### src/rtl/core/rgbl_pkg.sv
// ----------------------------------------------------------------------------
// rgbl_pkg
// Types and constants shared by the rgb led button mode controller.
// ----------------------------------------------------------------------------
package rgbl_pkg;

  typedef enum logic [1:0] {
    CLS_NONE  = 2'd0,
    CLS_SHORT = 2'd1,
    CLS_LONG  = 2'd2,
    CLS_HELD  = 2'd3
  } press_cls_t;

  typedef enum logic [2:0] {
    ST_IDLE,
    ST_MOD,
    ST_PLAN,
    ST_CHAN,
    ST_SCALE,
    ST_OUT
  } seq_state_t;

  localparam logic [1:0]  REG_PWM_PERIOD  = 2'd0;
  localparam logic [1:0]  REG_LONG_TICKS  = 2'd1;
  localparam logic [1:0]  REG_SHORT_TICKS = 2'd2;

  // ceil(2^34 / 1000), exact divide by 1000 for any 24-bit product
  localparam logic [24:0] SCALE_RECIP     = 25'd17179870;
  localparam logic [7:0]  LEVEL_RESET     = 8'd83;
  localparam logic [7:0]  LEVEL_STEP      = 8'd10;
  localparam logic [7:0]  LEVEL_MIN       = 8'd10;
  localparam logic [7:0]  LEVEL_TOP_EDGE  = 8'd240;
  localparam logic [7:0]  LEVEL_MAX       = 8'd254;
  localparam logic [6:0]  PERIOD_RESET    = 7'd50;
  localparam logic [6:0]  PERIOD_STEP     = 7'd5;
  localparam logic [6:0]  PERIOD_MIN      = 7'd5;
  localparam logic [6:0]  PERIOD_LOW_EDGE = 7'd10;
  localparam logic [6:0]  PERIOD_MAX      = 7'd100;
  localparam logic [3:0]  COLOUR_RESET    = 4'd2;
  localparam logic [15:0] WIDTH_RESET     = 16'd943;
  localparam logic [15:0] WIDTH_OFF       = 16'd1;
  localparam logic [15:0] HOLD_MAX        = 16'hFFFF;

  function automatic logic [3:0] next_colour(input logic [3:0] c);
    logic [3:0] n;
    case (c)
      4'd2:    n = 4'd10;
      4'd10:   n = 4'd8;
      4'd8:    n = 4'd12;
      4'd12:   n = 4'd4;
      4'd4:    n = 4'd6;
      4'd6:    n = 4'd2;
      default: n = c;
    endcase
    return n;
  endfunction

endpackage

### src/rtl/core/rgbl_scale.sv
// ----------------------------------------------------------------------------
// rgbl_scale
// Level to pulse width: one multiply, then a reciprocal multiply for the
// divide by 1000; done follows start through mul_v_r and then done_r.
// ----------------------------------------------------------------------------
module rgbl_scale
  import rgbl_pkg::*;
(
  input  logic        clk,
  input  logic        rst_n,
  input  logic        start,
  input  logic [7:0]  level,
  input  logic [15:0] period,
  output logic        done,
  output logic [15:0] result
);

  logic [23:0] prod_r;
  logic [15:0] quot_r;
  logic        mul_v_r;
  logic        done_r;
  logic [48:0] recip_prod;

  // quotient sits at bit 34 and above in the reciprocal product
  assign recip_prod = 49'(prod_r) * 49'(SCALE_RECIP);

  always_ff @(posedge clk) begin
    if (!rst_n) begin
      mul_v_r <= 1'b0;
      done_r  <= 1'b0;
    end else begin
      mul_v_r <= start;
      done_r  <= mul_v_r;
    end
  end

  always_ff @(posedge clk) begin
    if (start)   prod_r <= 24'(level) * 24'(period);
    if (mul_v_r) quot_r <= {1'b0, recip_prod[48:34]};
  end

  assign done   = done_r;
  assign result = quot_r;

endmodule

### src/rtl/core/rgb_led_button_mode_controller.sv
// ----------------------------------------------------------------------------
// rgb_led_button_mode_controller
// Two-button mode and brightness controller producing three pwm pulse widths.
// ----------------------------------------------------------------------------
// One input word is one 10 ms tick with the two button levels. It is taken
// when in_valid is high and in_stall low; in_stall stays high while a tick is
// being worked on. Each tick yields one output word: three pulse widths, the
// mode and the colour bits.
// The colour tick counter is wrapped by subtracting the cycle period (at most
// twice), then each channel that needs a new width goes through the shared
// scale unit, a multiply and a reciprocal multiply for the divide by 1000,
// three channels at most. Only one tick is in flight; the next is taken the
// cycle after the output register has been loaded.
// If the receiver stalls, the word holds in the output register; the next tick
// can still be taken and worked on, but it then waits with in_stall high until
// the held word leaves.
// Configuration writes (cfg_ready is always high) should only be made while
// idle. Reset restores registers, levels 83, period 50, colour red and widths
// of 943; no clearing pass is needed.
// ----------------------------------------------------------------------------
module rgb_led_button_mode_controller
  import rgbl_pkg::*;
(
  input  logic        clk,
  input  logic        rst_n,
  input  logic        in_valid,
  output logic        in_stall,
  input  logic        in_first_button_down,
  input  logic        in_second_button_down,
  output logic        out_valid,
  input  logic        out_stall,
  output logic [15:0] out_red_pulse_width,
  output logic [15:0] out_blue_pulse_width,
  output logic [15:0] out_green_pulse_width,
  output logic [1:0]  out_active_mode,
  output logic [3:0]  out_colour_code,
  input  logic        cfg_valid,
  output logic        cfg_ready,
  input  logic [1:0]  cfg_index,
  input  logic [15:0] cfg_data
);

  seq_state_t  state_r, state_nxt;

  logic [15:0] pwm_period_r, long_ticks_r, short_ticks_r;
  logic [1:0]  mode_r, mode_nxt;
  logic [15:0] hold1_r, hold1_nxt, hold2_r, hold2_nxt;
  logic [7:0]  g1_r, g1_nxt, g2_r, g2_nxt;
  logic [7:0]  lvl_r [3];
  logic [7:0]  lvl_nxt [3];
  logic [6:0]  cp_r, cp_nxt;
  logic [6:0]  tick_r;
  logic [3:0]  colour_r;
  logic [15:0] width_r [3];
  logic        short0_r, short0_nxt;
  logic [2:0]  wr_r, scl_r;
  logic [1:0]  ch_r;
  logic        out_valid_r;
  logic [15:0] out_w_r [3];
  logic [1:0]  out_mode_r;
  logic [3:0]  out_colour_r;

  press_cls_t  f1, f2;
  logic        in_acc, wrap;
  logic [3:0]  colour_new;
  logic        unit_start, unit_done;
  logic [15:0] unit_result;

  assign in_acc    = in_valid && !in_stall;
  assign in_stall  = (state_r != ST_IDLE);
  assign cfg_ready = 1'b1;

  // press classification of the two buttons
  always_comb begin
    hold1_nxt = hold1_r;
    hold2_nxt = hold2_r;
    if (in_first_button_down) begin
      f1 = CLS_HELD;
      if (hold1_r != HOLD_MAX) hold1_nxt = hold1_r + 16'd1;
    end else begin
      hold1_nxt = '0;
      if (hold1_r >= long_ticks_r)       f1 = CLS_LONG;
      else if (hold1_r >= short_ticks_r) f1 = CLS_SHORT;
      else                               f1 = CLS_NONE;
    end
    if (in_second_button_down) begin
      f2 = CLS_HELD;
      if (hold2_r != HOLD_MAX) hold2_nxt = hold2_r + 16'd1;
    end else begin
      hold2_nxt = '0;
      if (hold2_r >= long_ticks_r)       f2 = CLS_LONG;
      else if (hold2_r >= short_ticks_r) f2 = CLS_SHORT;
      else                               f2 = CLS_NONE;
    end
  end

  // gestures and short press actions
  always_comb begin
    logic       do_short, up;
    logic [1:0] sel;
    mode_nxt   = mode_r;
    g1_nxt     = g1_r;
    g2_nxt     = g2_r;
    cp_nxt     = cp_r;
    lvl_nxt    = lvl_r;
    short0_nxt = 1'b0;
    do_short   = 1'b0;
    up         = 1'b0;
    sel        = 2'(mode_r - 2'd1);
    if (f2 == CLS_HELD && f1 == CLS_SHORT) begin
      g1_nxt = (g1_r == 8'd2) ? 8'd2 : 8'(g1_r + 8'd1);
    end else if (f2 == CLS_HELD && f1 == CLS_LONG) begin
      g1_nxt = 8'd3;
    end else if (f2 == CLS_LONG && g1_r == 8'd1) begin
      mode_nxt = 2'd1;
    end else if (f2 == CLS_LONG && g1_r == 8'd2) begin
      mode_nxt = 2'd2;
    end else if ((f2 == CLS_LONG && g1_r == 8'd3) || (f1 == CLS_LONG && g2_r == 8'd3)) begin
      mode_nxt = 2'd3;
    end else if (f1 == CLS_HELD && f2 == CLS_LONG) begin
      g2_nxt = 8'd3;
    end else if (f1 == CLS_NONE && f2 == CLS_SHORT) begin
      do_short = 1'b1;
      up       = 1'b1;
    end else if (f2 == CLS_NONE && f1 == CLS_SHORT) begin
      do_short = 1'b1;
    end
    if (do_short) begin
      if (mode_r == 2'd0) begin
        short0_nxt = 1'b1;
        if (up) cp_nxt = (cp_r + PERIOD_STEP > PERIOD_MAX) ? PERIOD_MAX : cp_r + PERIOD_STEP;
        else    cp_nxt = (cp_r <= PERIOD_LOW_EDGE) ? PERIOD_MIN : cp_r - PERIOD_STEP;
      end else if (up) begin
        lvl_nxt[sel] = (lvl_r[sel] > LEVEL_TOP_EDGE) ? LEVEL_MAX : lvl_r[sel] + LEVEL_STEP;
      end else begin
        lvl_nxt[sel] = (lvl_r[sel] <= LEVEL_MIN) ? LEVEL_MIN : lvl_r[sel] - LEVEL_STEP;
      end
    end
    if (f1 == CLS_NONE) g2_nxt = '0;
    if (f2 == CLS_NONE) g1_nxt = '0;
  end

  assign wrap       = (tick_r == 7'd0);
  assign colour_new = next_colour(colour_r);

  always_comb begin
    state_nxt  = state_r;
    unit_start = 1'b0;
    case (state_r)
      ST_IDLE:  if (in_acc) state_nxt = ST_MOD;
      ST_MOD:   if (tick_r < cp_r) state_nxt = ST_PLAN;
      ST_PLAN:  state_nxt = ST_CHAN;
      ST_CHAN: begin
        if (ch_r == 2'd3) begin
          state_nxt = ST_OUT;
        end else if (wr_r[ch_r] && scl_r[ch_r]) begin
          unit_start = 1'b1;
          state_nxt  = ST_SCALE;
        end
      end
      ST_SCALE: if (unit_done) state_nxt = ST_CHAN;
      ST_OUT:   if (!out_valid_r || !out_stall) state_nxt = ST_IDLE;
      default:  state_nxt = ST_IDLE;
    endcase
  end

  always_ff @(posedge clk) begin
    if (!rst_n) state_r <= ST_IDLE;
    else        state_r <= state_nxt;
  end

  always_ff @(posedge clk) begin
    if (!rst_n) begin
      pwm_period_r  <= 16'd11362;
      long_ticks_r  <= 16'd100;
      short_ticks_r <= 16'd2;
      mode_r        <= '0;
      hold1_r       <= '0;
      hold2_r       <= '0;
      g1_r          <= '0;
      g2_r          <= '0;
      lvl_r         <= '{LEVEL_RESET, LEVEL_RESET, LEVEL_RESET};
      cp_r          <= PERIOD_RESET;
      tick_r        <= '0;
      colour_r      <= COLOUR_RESET;
      width_r       <= '{WIDTH_RESET, WIDTH_RESET, WIDTH_RESET};
      short0_r      <= 1'b0;
      wr_r          <= '0;
      scl_r         <= '0;
      ch_r          <= '0;
      out_valid_r   <= 1'b0;
    end else begin
      if (cfg_valid && cfg_ready) begin
        case (cfg_index)
          REG_PWM_PERIOD:  pwm_period_r  <= cfg_data;
          REG_LONG_TICKS:  long_ticks_r  <= cfg_data;
          REG_SHORT_TICKS: short_ticks_r <= cfg_data;
          default: ;
        endcase
      end
      if (state_r == ST_OUT && (!out_valid_r || !out_stall)) begin
        out_valid_r <= 1'b1;
      end else if (out_valid_r && !out_stall) begin
        out_valid_r <= 1'b0;
      end
      case (state_r)
        ST_IDLE: begin
          if (in_acc) begin
            hold1_r  <= hold1_nxt;
            hold2_r  <= hold2_nxt;
            mode_r   <= mode_nxt;
            g1_r     <= g1_nxt;
            g2_r     <= g2_nxt;
            lvl_r    <= lvl_nxt;
            cp_r     <= cp_nxt;
            short0_r <= short0_nxt;
            tick_r   <= tick_r + 7'd1;
          end
        end
        ST_MOD: begin
          if (tick_r >= cp_r) tick_r <= tick_r - cp_r;
        end
        ST_PLAN: begin
          ch_r <= '0;
          if (mode_r != 2'd0) begin
            wr_r  <= 3'b111;
            scl_r <= 3'b111;
          end else if (wrap || short0_r) begin
            wr_r  <= 3'b111;
            scl_r <= wrap ? {colour_new[3], colour_new[2], colour_new[1]}
                          : {colour_r[3], colour_r[2], colour_r[1]};
            if (wrap) colour_r <= colour_new;
          end else begin
            wr_r  <= '0;
            scl_r <= '0;
          end
        end
        ST_CHAN: begin
          if (ch_r != 2'd3 && !(wr_r[ch_r] && scl_r[ch_r])) begin
            if (wr_r[ch_r]) width_r[ch_r] <= WIDTH_OFF;
            ch_r <= ch_r + 2'd1;
          end
        end
        ST_SCALE: begin
          if (unit_done) begin
            width_r[ch_r] <= unit_result;
            ch_r          <= ch_r + 2'd1;
          end
        end
        default: ;
      endcase
    end
  end

  // output word register
  always_ff @(posedge clk) begin
    if (state_r == ST_OUT && (!out_valid_r || !out_stall)) begin
      out_w_r      <= width_r;
      out_mode_r   <= mode_r;
      out_colour_r <= colour_r;
    end
  end

  rgbl_scale u_scale (
    .clk    (clk),
    .rst_n  (rst_n),
    .start  (unit_start),
    .level  (lvl_r[ch_r[1:0] == 2'd3 ? 2'd2 : ch_r]),
    .period (pwm_period_r),
    .done   (unit_done),
    .result (unit_result)
  );

  assign out_valid             = out_valid_r;
  assign out_red_pulse_width   = out_w_r[0];
  assign out_blue_pulse_width  = out_w_r[1];
  assign out_green_pulse_width = out_w_r[2];
  assign out_active_mode       = out_mode_r;
  assign out_colour_code       = out_colour_r;

  a_mode_sticky: assert property (@(posedge clk) disable iff (!rst_n)
    (mode_r != 2'd0) |=> (mode_r != 2'd0))
    else $error("mode returned to colour cycling");

  a_period_range: assert property (@(posedge clk) disable iff (!rst_n)
    (cp_r >= PERIOD_MIN) && (cp_r <= PERIOD_MAX))
    else $error("cycle period out of range");

  a_out_from_seq: assert property (@(posedge clk) disable iff (!rst_n)
    $rose(out_valid_r) |-> ($past(state_r) == ST_OUT))
    else $error("output word raised outside output state");

endmodule

### config.mk
export PLATFORM = sky130hd
export DESIGN_NAME = rgb_led_button_mode_controller
export DESIGN_NICKNAME = d
export VERILOG_FILES = /design/src/rtl/core/rgbl_pkg.sv /design/src/rtl/core/rgbl_scale.sv /design/src/rtl/core/rgb_led_button_mode_controller.sv
export SDC_FILE = /design/constraint.sdc
export NUM_CORES = 1
export LEC_CHECK = 0
export BUFFER_PORTS_ARGS = -buffer_cell sky130_fd_sc_hd__buf_2
export CORE_ASPECT_RATIO = 0.8
export CORE_MARGIN = 2
export CORE_UTILIZATION = 34
export DETAILED_ROUTE_END_ITERATION = 10
export SLEW_MARGIN = 20
export SYNTH_ARGS = -nofsm -noshare
export SYNTH_HDL_FRONTEND = slang
export SYNTH_SLANG_ARGS = --single-unit
### constraint.sdc
create_clock -name clk -period 8.27 [get_ports clk]
set_input_delay 1.2405 -clock clk [delete_from_list [all_inputs] [get_ports clk]]
set_output_delay 1.2405 -clock clk [all_outputs]
set_load 0.05 [all_outputs]
Word level (Yosys, flattened, before mapping)

Cells that the tools add are included.

Bits in registers: 296
Latch bits: 0
Memory bits (writable): 0
Memory bits (read-only): 0
Input port bits: 25
Output and inout port bits: 57
Memories kept: 0

Add/subtract/negate cells: 11
$mul: 2
Div/mod/pow operators: 0
Order comparisons: 16
Eq/ne operators: 42
Shift-type cells: 0
Muxes and demuxes: 93
Bitwise gates (word level): 10
Reduce and logical (&&, ||, !) cells: 56

Operators with widths:

| kind                   | number |
|---|---|
| $mux 48                | 3 |
| $mux 8                 | 18 |
| $pmux 48 s2            | 1 |
| $mux 16                | 5 |
| $ge 16x16->1           | 4 |
| $bwmux 24              | 2 |
| $bwmux 48              | 1 |
| $mul 24x24->48 const B | 1 |
| $and 45x45->45         | 1 |
| $not 45->45            | 1 |
| $mux 7                 | 5 |
| $mux 3                 | 11 |
| $add 16x1->16 const B  | 2 |
| $bmux 8 s2             | 2 |
| $demux 16 s2           | 1 |
| $ne 16x16->1 const B   | 2 |
| $mux 1                 | 26 |
| $eq 8x2->1 const B     | 3 |
| $mul 8x16->24          | 1 |
| $mux 24                | 1 |
| $pmux 4 s6             | 1 |
| $mux 2                 | 10 |
| $pmux 3 s6             | 1 |
| $demux 8 s2            | 1 |
| other kinds (50)       | 126 |

Longest topological paths before layout

Gate-level depths: netlist of the first run.

Depth after elaboration: 15
Mapped depth: 25
Mapped depth without buffers: 24

By module

From an unflattened synthesis of the first run, not the netlist that was laid out.

Cell total of the unflattened synthesis: 2872
Area, all modules: 26673.1 sq um

Modules (own cells, without submodules):

| module                         | instances | cells an instance | area each (sq um) | sequential area each (sq um) |
|---|---|---|---|---|
| rgbl_scale                     | 1         | 1466              | 14317.5           | 1211.2 |
| rgb_led_button_mode_controller | 1         | 1406              | 12355.6           | 5415.2 |

Worst setup path after synthesis of the first run

Ideal clock, no wire load.

Kind: reg2reg
Start point: register ch_r[0]
End point: register u_scale.prod_r[20] (data pin)
Arrival time: 6072 ps
Slack: 1937 ps
Cell stages (with the launch flop): 26
Clock period less this slack: 6333 ps
Path through: dfxtp_1 > ha_1 > buf_1 > nor2_1 > and2_1 > clkbuf_1 > nand2_1 > o21ai_0 > clkbuf_1 > nand2_1 > fa_1 > fa_1 > inv_1 > fa_1 > inv_1 > fa_1 > inv_1 > ha_1 > o21ai_0 > nor2_1 > o41ai_1 > o31ai_1 > o21ai_0 > o21ai_0 > a21oi_1 > xnor2_1

Longest elaborated chain between the ends: 7

Ends and longest elaborated chain:

| element                  | RTL line                              | RTL |
|---|---|---|
| start: declaration       | rgb_led_button_mode_controller.sv:57  | `logic [1:0] ch_r;` |
| start signal: assignment | rgb_led_button_mode_controller.sv:241 | `ch_r <= ch_r + 2'd1;` |
| start signal: assignment | rgb_led_button_mode_controller.sv:247 | `ch_r <= ch_r + 2'd1;` |
| $eq 2x2->1               | rgb_led_button_mode_controller.sv:268 | `.level (lvl_r[ch_r[1:0] == 2'd3 ? 2'd2 : ch_r]),` |
| $mux 2 *                 | rgb_led_button_mode_controller.sv:268 |  |
| $not 2->3 *              | rgb_led_button_mode_controller.sv:268 |  |
| $bmux 8 s2 *             | rgb_led_button_mode_controller.sv:268 |  |
| $mux 8 * (2 in series)   | rgb_led_button_mode_controller.sv:268 |  |
| $mul 8x16->24 *          | rgbl_scale.sv:38                      | `if (start) prod_r <= 24'(level) * 24'(period);` |
| end signal: assignment   | rgbl_scale.sv:38                      |  |
| end: declaration         | rgbl_scale.sv:18                      | `logic [23:0] prod_r;` |

Mark *: on every way between the ends. The rest lies on a longest branch, timed or not. The select of a mux whose other input is x is not followed.
A chain may end at the register's enable or synchronous reset.

Final worst setup path of the first run

Start point: register ch_r[1]
End point: register u_scale.prod_r[21] (data pin)

Same word-level chain as after synthesis.

==> summary.md, run 1 <==
| Metric | Value |
|---|---|
| Hold path cells | 0 |
| Row Count | slightly above 90 |
| Layout Nets | 3,555 |
| Worst Setup SP | ch_r[1] |
| Global-route usage over all layers | approximately 15% |
| Pre-CTS WS | 1.08 ns |
| Initial antenna violation count | 3 |
| RR Startpoint | ch_r[1] |
| Final setup vio count | 0 |
| Final WS setup | ~0.97 ns |
| Hold Crit Class | reg2reg |
| GPL Wtd Cong | around 0.86 |
| RSZ-0062 raised after global routing | false |
| Max Fclk | between 0.1 and 0.15 GHz |
| DRT antenna net count | 0 |
| Mapped Avg Cell Area | slightly above 9 um^2 |
| Fin Clk Skew | approximately 0.016 ns |
| Die W | between 300 and 400 um |
| P_leak | 13.4 nW |
| Status | finished clean |
| FF-to-FF path depth | 20 |
| Syn Nets | around 3,500 |
| Total I/O pin count | just over 80 |
| Syn Inst Count | approximately 2,800 |
| Critical path class | reg2reg |
| Layout area overhead | 9.64% |
| Hold path start | width_r[31] |
| DRC | 0 |
| Ys async rst share | 0% |
| CTS tree | yes |
| Util after Layout | 37.5% |
| Starting density of the core | ~34% |
| TNS Setup | 0 ns |
| Rel. slew slack | 21.9% |
| Register area share after synthesis | between 20% and 30% |
| Routed WL | 57.6 mm |
| PwrDens | 147 nW/um^2 |
| WP data arrival | between 7 and 8 ns |
| Synth Area in XOR/XNOR | under 10% |
| Clock Latency Late Sink | slightly below 0.6 ns |
| Tmin final | about 7.3 ns |
| Wire per inst | around 15 um |
| Critical Path End Type | flip-flop |
| DRT Pass-1 Iters | 5 |
| Die Y | around 250 um |
| Commonest non-fill, non-tap cells in the layout | inv_1 (533), ha_1 (392), nand2_1 (294), fa_1 (260), dfxtp_1 (193) |
| Clk slew on worst S/H paths | around 0.070 ns |
| Largest family of logic cells by synthesized area | adder cells |
| Initial DRC Count | between 1,000 and 1,500 |
| Main synth FF type | dfxtp_1 |
| CTS Buffer Depth | 3 |
| Slew Viols, Final | 0 |
| Synth Register Bits | approximately 290 |
| DP HPWL | ~45 mm |
| Fillers | 7,799 |
| CP Launch Type | flip-flop |
| Wire length of the first global-routing pass | 96.4 mm |
| Required @ worst endpoint | around 8.6 ns |
| Synth Area in Simple Gates | about 14% |
| H-tree level count | 1 |
| Worst vdd rail ir drop | between 0.0001 and 0.00015 V |
| PortBufs | 79 |
| Max-cap violations | 0 |
| Largest net degree at the start of global routing | 66 |
| Worst slew pin tran | between 1 and 1.5 ns |
| # resized after CTS | 0 |
| Hold_buf cts | 0 |
| Compound-Gate Fraction of Synth Area | 10.5% |
| Clk Tree Root Cell | clkbuf_16 |
| EDFF count, synth | between 90 and 100 |
| CTS buffer count | 29 |
| Critical path fanouts, max | 11 |
| Post-CTS Setup Bufs | 0 |
| Mux cell area share after synthesis | ~1.1% |
| Commonest non-fill, non-tap cell in the layout | inv_1 |
| Core area | around 77,000 um^2 |
| Tcrit/Tclk final | between 80% and 90% |
| Vias in the first global route | between 15,000 and 20,000 |
| YS warnings | 0 |
| Clock net sink count | approximately 290 |
| Post-Synth Adder-Cell Area | 38.5% |
| Synth unique cells | 87 |
| Via Count | approximately 19,000 |
| Share of cells above drive strength 1 | 6.24% |
| Cell area after synthesis | 26,200 um^2 |
| Final-report hold violation count | 0 |
| Routed vias/inst | roughly 4.8 |
| GRT overflow | 0 |
| Number of diodes | 0 |
| DIE AREA | between 70,000 and 80,000 um^2 |
stage by stage:
stage	total power [mW]	area (um^2)	instances	hold slack [ns]
floorplan	2.59	26200	2827	0.400
CTS	4.28	28800	3923	0.432
global route	4.53	28800	3923	0.435
global placement	2.88	27800	3870	0.410
finish	4.24	28800	3923	0.429
detailed placement	2.88	27800	3870	0.415
power breakdown:
part           internal [mW]  leakage (nW)  total (mW)  switching (mW)
sequential              1.54          2.41        1.61          0.0694
combinational          0.490          10.5        1.24           0.752
clock                  0.788         0.485        1.38           0.596
total                   2.82          13.4        4.24            1.42
cell type report:
class / count / area (um^2) / area share, %
Multi-Input combinational cell: 1930 / 17300 / 60.2
Sequential cell: 285 / 6630 / 23.0
Inverter: 535 / 2010 / 6.98
Tap cell: 1023 / 1280 / 4.45
Clock buffer: 34 / 796 / 2.77
Timing Repair Buffer: 97 / 531 / 1.84
Clock inverter: 19 / 201 / 0.700
metal layers:
metal | vias up | global-route usage, % | wire, um
li1 | 9426 | - | -
met4 | 6 | 1.84 | 703
met3 | 51 | 2.25 | 2280
met5 | - | 0 | 41
met2 | 267 | 21.9 | 23600
met1 | 8938 | 22.8 | 30900
critical path, cell delays in order (launching register included):
cell       delay [ns]
dfxtp_1          0.42
ha_1             0.33
nor2_1           0.67
mux2i_1          0.17
o21ai_0          0.93
nand2_1          0.20
fa_1             0.57
fa_1             0.54
inv_1            0.05
fa_1             0.52
inv_1            0.06
fa_1             0.52
inv_1            0.04
ha_1             0.30
a21boi_0         0.15
o21ai_0          0.25
a21oi_1          0.14
o2111ai_1        0.41
a31o_2           0.24
o21ai_0          0.11
o311ai_0         0.41
path summary, 6_finish.rpt:
kind / end / slack, ns
worst max-delay path: u_scale.prod_r[21] / 0.97
worst min-delay path: out_blue_pulse_width[15] / 0.43
worst max register to register: u_scale.prod_r[21] / 0.97
worst min register to register: out_blue_pulse_width[15] / 0.43
synth_stat cells (15+ instances only):
cell type	number	area share [%]
a31oi_1	20	0.48
xor2_1	25	0.83
inv_1	533	7.6
dfxtp_1	193	15
and3_1	23	0.55
a21oi_1	163	3.1
a211oi_1	15	0.43
and2_1	56	1.3
clkbuf_1	63	0.90
o211ai_1	46	1.3
nand3_1	67	1.3
nand2b_1	27	0.64
nand4_1	21	0.50
edfxtp_1	92	11
nor2b_1	54	1.3
xnor2_1	33	1.1
fa_1	260	20
nor2_1	122	1.7
nor3_1	26	0.50
o21ai_0	80	1.5
nand2_1	294	4.2
ha_1	392	19
mux2i_1	23	0.88
state kept, by name, summed over array words and instances, names as in the netlist, 7 cells and up:
name	flops
cp_r	7
g1_r	8
hold1_r	16
hold2_r	16
long_ticks_r	16
lvl_r	24
out_blue_pulse_width	16
out_green_pulse_width	16
out_red_pulse_width	16
pwm_period_r	16
short_ticks_r	16
tick_r	7
u_scale.prod_r	24
u_scale.result	15
width_r	48
kinds of logic after synthesis:
| family | after synthesis |
|---|---|
| buffers and inverters | 612 |
| multiplexers | 28 |
| other | 2 |
| AO/OA/AOI/OAI | 436 |
| adder cells (fa/ha/maj) | 652 |
| flip-flops | 285 |
| XOR/XNOR | 58 |
| AND/OR/NAND/NOR | 754 |
Note: power is estimated with default switching activity, not from simulation.
==> inputs of run 2 (changes only) <==
SYNTH_HIERARCHICAL = 1   (was not set)
==> run 2 against run 1 <==
Worst hold slack is essentially flat. Count of clock-buffer cells in the layout grew 8. Critical path depth grew 1. Global-route usage grew 0.84 points. Combinational power shrank 42%. Clock power is essentially flat. Sequential power shrank 6%. Worst setup slack gained 0.49 ns. Core utilization grew 0.23 points. Sequential cell count is the same.
==> summary.md, run 2 <==
| Metric | Value |
|---|---|
| Global-route usage over all layers | between 10% and 20% |
| Tmin final | roughly 7 ns |
| Wire length of the first global-routing pass | about 100 mm |
| Clock share of power | between 30 and 40% |
| Top flop regs | width_r x48, lvl_r x24, u_scale/prod_r x24 |
| Slowest Stage Delay on Critical Path | around 0.56 ns |
| CTS Buffer Depth | 3 |
| YS warnings | 6 |
| Finished Cell Area | 29,200 um^2 |
| Share of cells above drive strength 1 | between 6 and 7% |
| Worst vdd rail ir drop | between 0.0001 and 0.00015 V |
| Clock Latency Late Sink | roughly 0.58 ns |
| DP HPWL | between 40 and 50 mm |
| PortBufs | 79 |
| Critical path buffers and inverters | 2 |
| Fin Clk Skew | a little over 0.03 ns |
| Post-synth top cells | inv_1 (516), ha_1 (391), nand2_1 (331) |
| Rel. slew slack | 34.9% |
| # resized after CTS | 0 |
| Layout Nets | between 3,000 and 4,000 |
| Util after Layout | between 30% and 40% |
| Slew Viols, Final | 0 |
| Share of the synthesized area in the top cell type | around a fifth |
| CP Cell Sequence | ha_1 > nor2_1 > and2_1 > nand2_1 > o21ai_1 > buf_4 > nand2_1 > fa_1 > inv_1 > fa_1 > fa_1 > fa_1 > ha_1 > a21o_1 > a21oi_1 > nor2b_1 > a31oi_1 > a21oi_1 > o31ai_4 > nor2_1 > a311oi_1 |
| Commonest non-fill, non-tap cell in the layout | inv_1 |
| DIE AREA | between 80,000 and 90,000 um^2 |
| Hold_buf cts | 0 |
| Total power | ~3.7 mW |
| Post-synth top area cell | fa_1 |
| Critical path class | reg2reg |
| Layout area overhead | 9.53% |
| Fillers | between 7,000 and 8,000 |
| Sequential power share | about two fifths |
| Top cells by area, synth | fa_1 (20%), ha_1 (18%), dfxtp_1 (14%), edfxtp_1 (10%), inv_1 (7.3%) |
| Pint | about 2.6 mW |
| Cell area after synthesis | roughly 27,000 um^2 |
| H-tree level count | 1 |
| Worst slew pin tran | just under 1 ns |
| EDFF count, synth | 92 |
| TNS Setup | 0 ns |
| Status | finished clean |
| Required @ worst endpoint | 8.55 ns |
| Commonest non-fill, non-tap cells in the layout | inv_1 (516), ha_1 (391), nand2_1 (331), fa_1 (260), dfxtp_1 (193) |
| Main synth FF type | dfxtp_1 |
| CP Launch Type | flip-flop |
| Ys async rst share | 0% |
| Slowest CP cell | fa_1 |
| Vias in the first global route | between 15,000 and 20,000 |
| Critical Path End Type | flip-flop |
| Starting density of the core | 34.5% |
| Via Count | approximately 19,000 |
| Hold Crit Class | reg2reg |
| GPL Wtd Cong | between 0.8 and 0.9 |
| Routed vias/inst | between 4 and 5 |
| GRT overflow | 0 |
| Gate power share | 19.8% |
| Max reg flops | 48 |
| CTS tree | yes |
| Initial antenna violation count | 4 |
| Largest net degree at the start of global routing | 61 |
| Clk slew on worst S/H paths | 0.07 ns |
| Reg with most FFs | width_r |
| Switch Pwr | 1.06 mW |
| Die W | ~320 um |
| Critical path fanouts, max | 16 |
| DRT Pass-1 Iters | 5 |
| Max Fclk | 0.147 GHz |
| Syn Inst Count | 2,872 |
| Total I/O pin count | 82 |
| CTS buffer count | 29 |
| Placed Area | approximately 28,000 um^2 |
| Tcrit/Tclk final | roughly 82% |
| Mapped Avg Cell Area | just over 9 um^2 |
| Row Count | 91 |
| DRT antenna net count | 0 |
| RSZ-0062 raised after global routing | false |
| Syn Nets | roughly 3,500 |
| Pre-CTS WS | around 1.5 ns |
| Most frequent cell after synthesis | inv_1 |
| Routed WL | about 62 mm |
| Synth unique cells | 91 |
| Final-report hold violation count | 0 |
| Crit-path leading delay family | adder cells |
| Post-CTS Setup Bufs | 0 |
| Core area | between 70,000 and 80,000 um^2 |
| WP data arrival | a little over 7 ns |
| Max-cap violations | 0 |
| Final setup vio count | 0 |
| Clock net sink count | around 290 |
| Synth Register Bits | approximately 290 |
| Register area share after synthesis | 24.8% |
| Wire per inst | between 15 and 20 um |
| Die Y | approximately 250 um |
| Final WS setup | 1.46 ns |
| P_leak | ~14 nW |
| DRC | 0 |
| PwrDens | ~130 nW/um^2 |
| Clk Tree Root Cell | clkbuf_16 |
| Switch share | 28.8% |
| Initial DRC Count | approximately 1,200 |
| CP dominant cell by count | fa_1 |
-- run 2: cell count changes in the layout (fill, tap and decap cells not counted), moves of 17 or more --
cell	before	now
nor2b_1	54	13
inv_1	533	516
a21o_1	10	27
nand2_1	294	331
a21oi_1	162	182
-- run 2: stage by stage --
step                hold WS [ns]  std cells
CTS                        0.426       3963
detailed placement         0.414       3909
finish                     0.429       3964
global route               0.440       3963
global placement           0.412       3909
floorplan                  0.406       2872
-- run 2: worst paths after layout --
check | depth (start not counted) | slack (ns) | from | endpoint
setup reg to reg | 21 | 1.46 | ch_r[1] | u_scale/prod_r[23]
hold / removal | 0 | 0.43 | width_r[6] | out_green_pulse_width[6]
setup / recovery | 21 | 1.46 | ch_r[1] | u_scale/prod_r[23]
hold reg to reg | 0 | 0.43 | width_r[6] | out_green_pulse_width[6]
-- run 2: layout make-up --
type	count	area [um^2]	share of cell area, %
Tap cell	1023	1280	4.38
Multi-Input combinational cell	1988	17800	61.0
Clock inverter	12	188	0.642
Timing Repair Buffer	96	523	1.79
Sequential cell	285	6630	22.7
Antenna cell	1	2.50	0.00857
Inverter	517	1940	6.65
Clock buffer	42	836	2.86
-- run 2: metal layers --
metal  vias up  global-route usage, %  part of all wire (%)
met2       398                   22.4                    40
li1       9606                      -                     -
met5         -                  0.837                  0.17
met4         4                   1.80                  0.93
met3        43                   2.56                   5.3
met1      9298                   24.6                    53
-- run 2: logic make-up after synthesis --
group,after synthesis,synth area share (%)
compound gates,467,11.3
xor+xnor,62,2.04
fa+ha+maj,654,38.0
buf+inv,599,8.58
flops,285,24.8
mux,39,1.49
other cells,3,0.0422
simple gates,763,13.7
-- run 2: power groups by stage --
stage	registers (mW)	logic [mW]	clock network, mW
floorplan	1.53	0.556	0
global placement	1.55	0.719	0
detailed placement	1.55	0.721	0
CTS	1.52	0.727	1.44
global route	1.53	0.822	1.50
finish	1.52	0.723	1.41
==> inputs of run 3 (changes only) <==
clock period = 7 ns   (was 8.27 ns; I/O delays follow)
==> run 3 against run 2 <==
Sequential power rose by 18%. Clock power rose by 8%. Final cell count rose by 0.48%. Wire length rose by 0.44%. Non-clock buffer count rose by 22. Clock skew fell by 0.0072 ns. Critical path depth rose by 1. Global-route usage barely moved. Cell area rose by 0.19%.
==> summary.md, run 3 (same netlist as run 2, synthesis figures left out) <==
| Metric | Value |
|---|---|
| PortBufs | around 80 |
| GPL Wtd Cong | about 0.88 |
| DRT antenna net count | 0 |
| Worst slew pin tran | 0.961 ns |
| Wire per inst | ~16 um |
| Switch share | 29.6% |
| Required @ worst endpoint | roughly 7.3 ns |
| Final setup vio count | 0 |
| Critical path class | reg2reg |
| Wire length of the first global-routing pass | ~100 mm |
| Clock net sink count | 285 |
| Critical Path End Type | flip-flop |
| Slew Viols, Final | 0 |
| Fin Clk Skew | between 0.02 and 0.025 ns |
| Vias in the first global route | between 15,000 and 20,000 |
| Final-report hold violation count | 0 |
| P_leak | ~14 nW |
| Clock Latency Late Sink | ~0.57 ns |
| Worst vdd rail ir drop | just over 0.0002 V |
| DIE AREA | roughly 81,000 um^2 |
| Slowest CP cell | edfxtp_1 |
| Reg area | around 6600 um^2 |
| Rel. slew slack | a little over a third |
| Routed WL | ~63 mm |
| Slowest Stage Delay on Critical Path | between 0.6 and 0.7 ns |
| Clock share of power | between 30% and 40% |
| Fillers | just under 8,000 |
| DP HPWL | ~50 mm |
| CP Cell Sequence | fa_1 > inv_1 > fa_1 > inv_1 > ha_1 > inv_1 > fa_1 > fa_1 > inv_1 > fa_1 > inv_1 > fa_1 > inv_1 > ha_1 > nand3_2 > nor4_2 > a211oi_2 > o31ai_1 > a21o_1 > a221o_1 > a31oi_1 > xnor2_1 |
| Commonest non-fill, non-tap cell in the layout | inv_1 |
| Max Fclk | about 0.15 GHz |
| GRT overflow | 0 |
| Total power | roughly 4.2 mW |
| Row Count | 91 |
| CTS Buffer Depth | 3 |
| Routed vias/inst | 4.86 |
| Tcrit/Tclk final | slightly above 90% |
| TNS Setup | 0 ns |
| Via Count | around 19,000 |
| Number of diodes | 0 |
| Die W | 317 um |
| Post-Place Cells | approximately 4,000 |
| Commonest non-fill, non-tap cells in the layout | inv_1 (516), ha_1 (391), nand2_1 (331), fa_1 (260), dfxtp_1 (193) |
| Worst hold slack | about 0.43 ns |
| CP Launch Type | flip-flop |
| WP data arrival | between 6 and 7 ns |
| Core area | about 77,000 um^2 |
| Hold_buf cts | 0 |
| Max reg flops | 48 |
| Largest net degree at the start of global routing | 66 |
| Global-route usage over all layers | between 10% and 20% |
| Sequential power share | between 40% and 50% |
| Non-Filler Instances | roughly 4,000 |
| Status | finished clean |
| Switch Pwr | 1.24 mW |
| Hold Crit Class | reg2reg |
| Gate power share | about 21% |
| Share of cells above drive strength 1 | 7.09% |
| # resized after CTS | 0 |
| Clk slew on worst S/H paths | 0.08 ns |
| Clk Tree Root Cell | clkbuf_16 |
| Reg with most FFs | width_r |
| Top flop regs | width_r x48, lvl_r x24, u_scale/prod_r x24 |
| Tmin final | roughly 6.5 ns |
| H-tree level count | 1 |
| Pint | ~2.9 mW |
| Layout area overhead | 9.74% |
| Initial DRC Count | between 1,000 and 1,500 |
| RSZ-0062 raised after global routing | false |
| PwrDens | around 140 nW/um^2 |
| DRT Pass-1 Iters | 6 |
| DRC | 0 |
| Max-cap violations | 0 |
| Die Y | around 250 um |
| CTS buffer count | 29 |
| Layout Nets | 3,615 |
| Multi-input gate area | approximately 18,000 um^2 |
| Initial antenna violation count | 1 |
| Starting density of the core | between 30% and 40% |
| Total I/O pin count | 82 |
| CTS tree | yes |
| Post-CTS Setup Bufs | 0 |
| Critical path fanouts, max | 11 |
run 3: power groups by stage:
stage          combinational (mW)  clock [mW]  sequential (mW)
3_3_place_gp                0.863           0             1.83
5_1_grt                     0.981        1.62             1.80
2_1_floorplan               0.657           0             1.81
3_5_place_dp                0.867           0             1.83
6_report                    0.862        1.52             1.80
4_1_cts                     0.873        1.55             1.80
run 3: final timing paths:
| path | end | cells past startpoint | start | slack (ns) |
|---|---|---|---|---|
| worst min-delay path | out_green_pulse_width[4] | 0 | width_r[4] | 0.43 |
| worst max register to register | u_scale/result[3] | 22 | u_scale/prod_r[16] | 0.55 |
| worst min register to register | out_green_pulse_width[4] | 0 | width_r[4] | 0.43 |
| worst max-delay path | u_scale/result[3] | 22 | u_scale/prod_r[16] | 0.55 |
run 3: layout make-up:
type | instances | share of cell area [%]
clock buffers | 43 | 2.90
clock inverters | 9 | 0.214
inverters | 517 | 6.63
multi-input cells | 1988 | 60.9
flip-flops and latches | 285 | 22.6
well taps | 1023 | 4.37
repair buffers | 118 | 2.35
run 3: metrics by stage:
| step | cell area (um^2) | worst slack [ns] | util, % |
|---|---|---|---|
| 2_1_floorplan | 26700 | 0.783 | - |
| 3_3_place_gp | 28300 | 0.574 | 36.6 |
| 3_5_place_dp | 28400 | 0.545 | 36.6 |
| 4_1_cts | 29300 | 0.523 | 37.8 |
| 5_1_grt | 29300 | 0.247 | 37.8 |
| 6_report | 29300 | 0.545 | 37.8 |
run 3: worst max-delay path: cells and delay by family (launching register included):
| family | cells | cell delay [ns] |
|---|---|---|
| compound gates | 5 | 1.19 |
| flops | 1 | 0.69 |
| fa+ha+maj | 8 | 3.76 |
| simple gates | 2 | 0.18 |
| xor+xnor | 1 | 0.09 |
| buf+inv | 6 | 0.29 |
run 3: metal layers:
metal / vias up / GRT usage, % / wire, um
li1: 9659 / - / -
met1: 9243 / 24.5 / 33100
met2: 412 / 22.5 / 25400
met3: 42 / 2.88 / 3530
met4: 2 / 1.99 / 665
met5: - / 0 / 11
